## src/hw/rtl/rsc_pkg.sv

```systemverilog
`timescale 1ns / 1ps
package rsc_pkg;

    localparam logic [15:0] ONE_Q15 = 16'h8000;

    localparam logic [1:0] REG_DIST_WEIGHT = 2'd0;
    localparam logic [1:0] REG_GAIN        = 2'd1;
    localparam logic [1:0] REG_BIAS        = 2'd2;
    localparam logic [1:0] REG_EXPONENT    = 2'd3;

    localparam logic [15:0] EXP_UNITY = 16'd4096;
    localparam logic [15:0] EXP_MIN   = 16'd1;

    localparam int SQ_STAGES  = 8;
    localparam int LOG_BITS   = 16;
    localparam int POW_STAGES = 1 + LOG_BITS + 1 + LOG_BITS + 1;
    localparam int LATENCY    = 1 + SQ_STAGES + 3 + POW_STAGES;

    typedef struct packed {
        logic [15:0] gm;
        logic [15:0] att;
    } t_sqrt_tag;

    typedef struct packed {
        logic [15:0] shared;
        logic [15:0] shifted;
        logic        bypass;
    } t_pow_tag;

    function automatic logic [15:0] sat_one(input logic [15:0] v);
        return (v > ONE_Q15) ? ONE_Q15 : v;
    endfunction

    function automatic logic [63:0] isqrt64(input logic [63:0] n_in);
        logic [63:0] n;
        logic [63:0] res;
        logic [63:0] b;
        n   = n_in;
        res = '0;
        b   = 64'd1 << 62;
        for (int i = 0; i < 32; i++) begin
            if (n >= res + b) begin
                n   = n - (res + b);
                res = (res >> 1) + b;
            end else begin
                res = res >> 1;
            end
            b = b >> 2;
        end
        return res;
    endfunction

    // factor 2^(-2^-k) in Q1.30, built by repeated square roots
    function automatic logic [30:0] exp_const(input int k);
        logic [63:0] c;
        c = isqrt64(64'd1 << 59);
        for (int j = 1; j < k; j++) begin
            c = isqrt64(c << 30);
        end
        return c[30:0];
    endfunction

endpackage

```

## src/hw/rtl/rsc_sqrt.sv

```systemverilog
`timescale 1ns / 1ps
module rsc_sqrt (
    input  logic                 i_clk,
    input  logic                 i_rst_n,
    input  logic                 i_vld,
    input  logic [31:0]          i_n,
    input  rsc_pkg::t_sqrt_tag   i_tag,
    output logic                 o_vld,
    output logic [15:0]          o_root,
    output rsc_pkg::t_sqrt_tag   o_tag
);

    localparam int S = rsc_pkg::SQ_STAGES;

    logic               r_vld [0:S-1];
    logic [31:0]        r_n   [0:S-1];
    logic [31:0]        r_res [0:S-1];
    rsc_pkg::t_sqrt_tag r_tag [0:S-1];

    for (genvar s = 0; s < S; s++) begin : g_st
        logic               a_vld;
        logic [31:0]        a_n;
        logic [31:0]        a_res;
        rsc_pkg::t_sqrt_tag a_tag;
        logic [31:0]        n_n;
        logic [31:0]        n_res;

        if (s == 0) begin : g_first
            assign a_vld = i_vld;
            assign a_n   = i_n;
            assign a_res = '0;
            assign a_tag = i_tag;
        end else begin : g_next
            assign a_vld = r_vld[s-1];
            assign a_n   = r_n[s-1];
            assign a_res = r_res[s-1];
            assign a_tag = r_tag[s-1];
        end

        // two result bits per stage
        always_comb begin
            logic [31:0] b;
            n_n   = a_n;
            n_res = a_res;
            for (int j = 0; j < 2; j++) begin
                b = 32'd1 << (30 - 2 * (2 * s + j));
                if (n_n >= n_res + b) begin
                    n_n   = n_n - (n_res + b);
                    n_res = (n_res >> 1) + b;
                end else begin
                    n_res = n_res >> 1;
                end
            end
        end

        always_ff @(posedge i_clk) begin
            if (!i_rst_n) begin
                r_vld[s] <= 1'b0;
            end else begin
                r_vld[s] <= a_vld;
            end
            r_n[s]   <= n_n;
            r_res[s] <= n_res;
            r_tag[s] <= a_tag;
        end
    end

    assign o_vld  = r_vld[S-1];
    assign o_root = r_res[S-1][15:0];
    assign o_tag  = r_tag[S-1];

endmodule

```

## config.mk

```make
export PLATFORM = sky130hd
export DESIGN_NAME = rsc_sqrt
export DESIGN_NICKNAME = d
export VERILOG_FILES = /design/src/hw/rtl/rsc_pkg.sv /design/src/hw/rtl/rsc_sqrt.sv
export SDC_FILE = /design/constraint.sdc
export NUM_CORES = 1
export LEC_CHECK = 0
export BUFFER_PORTS_ARGS = -buffer_cell sky130_fd_sc_hd__buf_2
export CORE_ASPECT_RATIO = 1.2
export CORE_MARGIN = 2
export CORE_UTILIZATION = 23
export CTS_BUF_LIST = sky130_fd_sc_hd__clkbuf_16
export DETAILED_ROUTE_END_ITERATION = 16
export PLACE_DENSITY = 0.35
export SLEW_MARGIN = 15
export SYNTH_ARGS = -nofsm -noshare
export SYNTH_HDL_FRONTEND = slang
export SYNTH_SLANG_ARGS = --single-unit
```

## constraint.sdc

```tcl
create_clock -name i_clk -period 13.8 [get_ports i_clk]
set_clock_uncertainty 0.2 [all_clocks]
set_input_delay 1.38 -clock i_clk [delete_from_list [all_inputs] [get_ports i_clk]]
set_output_delay 1.38 -clock i_clk [all_outputs]
set_load 0.03 [all_outputs]
```

# [Word-level counts from Yosys, hierarchy flattened]
# Memories as Yosys holds them, arrays and structs flattened.
# Index checks and enable logic that the tools add are counted.
[word_totals] wordCells=116 inputBits=67 n_memories=4 out_inout_bits=49 ram_bits=776 ff_bits=0
[op_classes] add_sub_neg=46 n_mux=42 magnitude_cmp=16 bitwise=8
[memory_table] name="r_n" words=8 width=32 read_ports=7 rd_ports_with_merged_regs=0 wr=8 line="rsc_sqrt.sv:16" text="logic [31:0] r_n [0:S-1];"
[memory_table] name="r_res" words=8 width=32 read_ports=8 rd_ports_with_merged_regs=0 wr=8 line="rsc_sqrt.sv:17" text="logic [31:0] r_res [0:S-1];"
[memory_table] name="r_tag" words=8 width=32 read_ports=8 rd_ports_with_merged_regs=0 wr=8 line="rsc_sqrt.sv:18" text="rsc_pkg::t_sqrt_tag r_tag [0:S-1];"
[memory_table] name="r_vld" words=8 width=1 read_ports=8 rd_ports_with_merged_regs=0 wr=8 line="rsc_sqrt.sv:15" text="logic r_vld [0:S-1];"
[op_table] cell="2-to-1 mux 32 bit" count=31
[op_table] cell="greater-or-equal comparator 32 bit" count=15
[op_table] cell="subtractor 32 bit" count=15
[op_table] cell="adder 31 x 1 -> 32 bit, second input constant" count=1
[op_table] cell="adder 31 x 11 -> 32 bit, second input constant" count=1
[op_table] cell="adder 31 x 13 -> 32 bit, second input constant" count=1
[op_table] cell="adder 31 x 15 -> 32 bit, second input constant" count=1
[op_table] cell="adder 31 x 17 -> 32 bit, second input constant" count=1
[op_table] cell="adder 31 x 19 -> 32 bit, second input constant" count=1
[op_table] cell="adder 31 x 21 -> 32 bit, second input constant" count=1
[op_table] cell="adder 31 x 23 -> 32 bit, second input constant" count=1
[op_table] cell="adder 31 x 25 -> 32 bit, second input constant" count=1
[op_table] cell="adder 31 x 27 -> 32 bit, second input constant" count=1
[op_table] cell="adder 31 x 29 -> 32 bit, second input constant" count=1
[op_table] cell="adder 31 x 3 -> 32 bit, second input constant" count=1
[op_table] cell="adder 31 x 5 -> 32 bit, second input constant" count=1
[op_table] cell="adder 31 x 7 -> 32 bit, second input constant" count=1
[op_table] cell="adder 31 x 9 -> 32 bit, second input constant" count=1
[op_table] cell="adder 32 x 1 -> 32 bit, second input constant" count=1
[op_table] cell="adder 32 x 11 -> 32 bit, second input constant" count=1
[op_table] cell="adder 32 x 13 -> 32 bit, second input constant" count=1
[op_table] cell="adder 32 x 15 -> 32 bit, second input constant" count=1
[op_table] cell="adder 32 x 17 -> 32 bit, second input constant" count=1
[op_table] cell="adder 32 x 19 -> 32 bit, second input constant" count=1
[op_table] cell="other kinds (14)" count=30

# [Longest topological paths before layout]
# An unclocked memory read counts as a cell.
[depth] ltp_word=7 ltp_mapped=25

# [Worst setup path before layout]
# OpenSTA, ideal clock, no wires.
[synth_path] kind="flip-flop to flip-flop" start="mem r_res[4][21], in the netlist r_res[1][21]" end="mem r_n[5][29]" path_slack_ns=8.346 t_arrival_ns=5.182 stages_incl_launch_ff=23 setup_ns=0.072 required_time_ns=13.528 cell_sequence="dfxtp_1 -> inv_1 -> ha_1 -> clkbuf_1 -> nand2_1 -> or4_1 -> o31ai_1 -> or3_1 -> buf_2 -> clkbuf_1 -> clkbuf_1 -> a21oi_1 -> ha_1 -> clkbuf_1 -> nor3b_1 -> o31ai_1 -> o211ai_1 -> a22o_1 -> nor3_1 -> nand4_1 -> clkbuf_1 -> nand3b_1 -> xnor2_1"
[synth_lines] element="start, declared" line="rsc_sqrt.sv:17"
[synth_lines] element="end, declared" line="rsc_sqrt.sv:16"

==> impl_metrics.tcl <==
set metrics [dict create \
    period_share 0.485 \
    min_period_ps 6690 \
    antenna_left 0 \
    critPathLaunch "r_res[1][16]" \
    syn_inst 2229 \
    synth.distinct_cells 85 \
    cts_root_buf "clkbuf_16" \
    antenna_found_initial 1 \
    final_cell_mix "560 x dfxtp_1, 159 x nor2_1, 157 x ha_1, 146 x inv_1, 134 x a21oi_1" \
    syn_nets 2453 \
    syn2layout_area_growth_pct 18.6 \
    hold-worst-slack_ps 122 \
    vias_per_cell 4.38 \
    reg2reg_to "r_n[5][16]" \
    fin_ws_ps 7110 \
    grt-ovfl-total 0 \
    cts_resized 0 \
    coreArea_um2 96300 \
    syn_area_per_cell_um2 9.99 \
    drt-pass1-iter-count 6 \
    rows 125 \
    die_w_um 288 \
    critPathKind "flop to flop" \
    cts.sinks 560 \
    drc 0 \
    grt_max_degree 26 \
    multiInputGateArea_um2 10400 \
    gp_congestion 0.842 \
    drt-total-wl_mm 59.3 \
    htreeDepth 2 \
    clk_pin_slew_ps 60 \
    post_cts_buffers 0 \
    max-vdd-ir-drop_uv 111 \
    ff2ff_path_depth 17 \
    max_cap_violations 0 \
    fin_setup_tns_ps 0 \
    ys_ff_latch 560 \
    hold_buffers 0 \
    grt_pass1_vias 16423 \
    synthFlopType "dfxtp_1" \
    start_util 0.231 \
    num-fill-cells 10269 \
    power.density_nw_per_um2 238 \
    outcome "finished clean" \
    place_ws_ps 6710 \
    yosys_warnings 0 \
    cts.path.max_buffers 3 \
    synth_edf_count 0 \
    grt_use_total 0.119 \
    nets 2598 \
    layout-drive-gt1-share 0.113 \
    start_kind "flop" \
    p_leak_nw 11.5 \
    wl_per_cell_um 16.1 \
    clkLatencyLatePin_ps 660 \
    io_pins 116 \
    vias 16165 \
    cts_tree "built" \
    max-slew-margin-rel 0.268 \
    die_h_um 345 \
    grt_pass1_wl_mm 92.0 \
    slew_viol_final 0 \
    rrSetupSlack_ps 7110 \
    seq_area_frac_synth 0.503 \
    max_freq_mhz 149 \
    crit_required_ps 14090 \
    drt_iter0_drc 835 \
    hpwl_mm 46.9 \
    synthArstFlopShare 0 \
    timing.final.setup_violations 0 \
    final_common_cell "dfxtp_1" \
    rsz0062_at_grt "no" \
    worst_pin_slew_ps 1090 \
    netlist_area_um2 22300 \
    finalHoldViolCount 0 \
    r2r_start "r_res[1][16]" \
    crit_arrival_ps 6980 \
    cp_max_fo 25 \
    numPortBuffers 115 \
    min_from "r_tag[0][40]" \
    min_path_type "flop to flop" \
    critPathCaptureType "flop" \
    die_area_um2 99400 \
    regArea_um2 11200 \
    worstHoldEndpoint "r_tag[0][72]" \
    numCtsBuffers 60 \
    hold_depth 0 \
]
cells by family after synthesis:
| logic type | Yosys count | synth area share |
|---|---|---|
| and+or+nand+nor | 657 | 0.154 |
| DFF | 560 | 0.503 |
| AOI/OAI and AO/OA | 473 | 0.139 |
| buffers and inverters | 180 | 0.0315 |
| xor gates and xnor gates | 166 | 0.0653 |
| adders and majority gates | 157 | 0.0882 |
| muxes | 36 | 0.0183 |
area by class of cell:
class | instances | share of cell area
Tap cell | 1270 | 0.0602
Clock inverter | 51 | 0.0211
Sequential cell | 560 | 0.425
Multi-Input combinational cell | 1489 | 0.393
Timing Repair Buffer | 124 | 0.0244
Antenna cell | 1 | 0.0000948
Clock buffer | 60 | 0.0569
Inverter | 139 | 0.0198
through the flow:
step / util / total power, W / std cells / area (um2)
detailed placement: 0.253 / 0.00465 / 3582 / 24300
finish: 0.274 / 0.00627 / 3694 / 26400
floorplan: - / 0.00398 / 2229 / 22300
CTS: 0.274 / 0.00637 / 3693 / 26400
global placement: 0.253 / 0.00465 / 3582 / 24300
global route: 0.274 / 0.00673 / 3693 / 26400
per-layer routing:
metal  GRT usage  vias to the layer above  routed length, um
li1            -                     8204                  -
met1       0.129                     7509              23900
met2       0.220                      315              30100
met3      0.0187                      137               2080
met4      0.0630                        0               3210
met5           0                        -                  0
where the power goes:
part / internal [W] / switching, W / total [W] / leakage [nW]
sequential: 0.00189 / 0.000206 / 0.00210 / 4.71
clock: 0.000967 / 0.000686 / 0.00165 / 1.03
combinational: 0.00104 / 0.00148 / 0.00252 / 5.81
cells in the mapped netlist (10+ instances only):
library cell / count / area [um2]
o31a_1: 10 / 87.6
mux2i_1: 14 / 140
nor3_1: 49 / 245
o21a_1: 26 / 195
mux2_2: 13 / 146
a21oi_1: 134 / 671
a211oi_1: 18 / 135
o21ai_0: 82 / 410
xor2_1: 54 / 473
ha_1: 157 / 1960
dfxtp_1: 560 / 11200
inv_1: 136 / 510
xnor2_1: 112 / 981
clkbuf_1: 29 / 109
a31oi_1: 16 / 100
nor4_1: 55 / 344
nand2b_1: 14 / 87.6
or3_1: 13 / 81.3
nand2_1: 133 / 499
or2_2: 14 / 87.6
a211o_1: 12 / 105
o31ai_1: 24 / 180
nand4_1: 38 / 238
o21bai_1: 16 / 120
nor2b_1: 26 / 163
or4_1: 22 / 165
nand3_1: 50 / 250
a21o_1: 50 / 375
nor3b_1: 12 / 90.1
nor2_1: 159 / 597
and3_1: 11 / 68.8
and2_1: 23 / 144
registers in the layout (all words and copies together), names as in the netlist:
name,count
r_n,224
r_res,72
r_vld,8
r_tag,256
worst max-delay path: stages, from the launching register on:
cell     delay (ps)
dfxtp_1         460
inv_1           100
ha_1            350
nand4_1         220
or4_1           480
o31ai_2         610
or3_1           880
mux2_2          440
ha_1            370
a21o_1          210
a21o_1          170
a21oi_1         180
o21ai_0         110
a22o_1          280
nor3_1          750
nand4_1         170
buf_4           260
a21oi_1         320
how the worst max path moves through the flow:
stage	slack (ps)	to	cells after the start
after floorplan	8350	r_n[5][29]	22
after global placement	6660	r_n[5][19]	16
after detailed placement	6710	r_n[5][19]	17
after CTS	6660	r_n[5][19]	17
after global routing	6760	r_n[5][17]	19
final	7110	r_n[5][16]	17
Power figures use the tool's default switching activity.
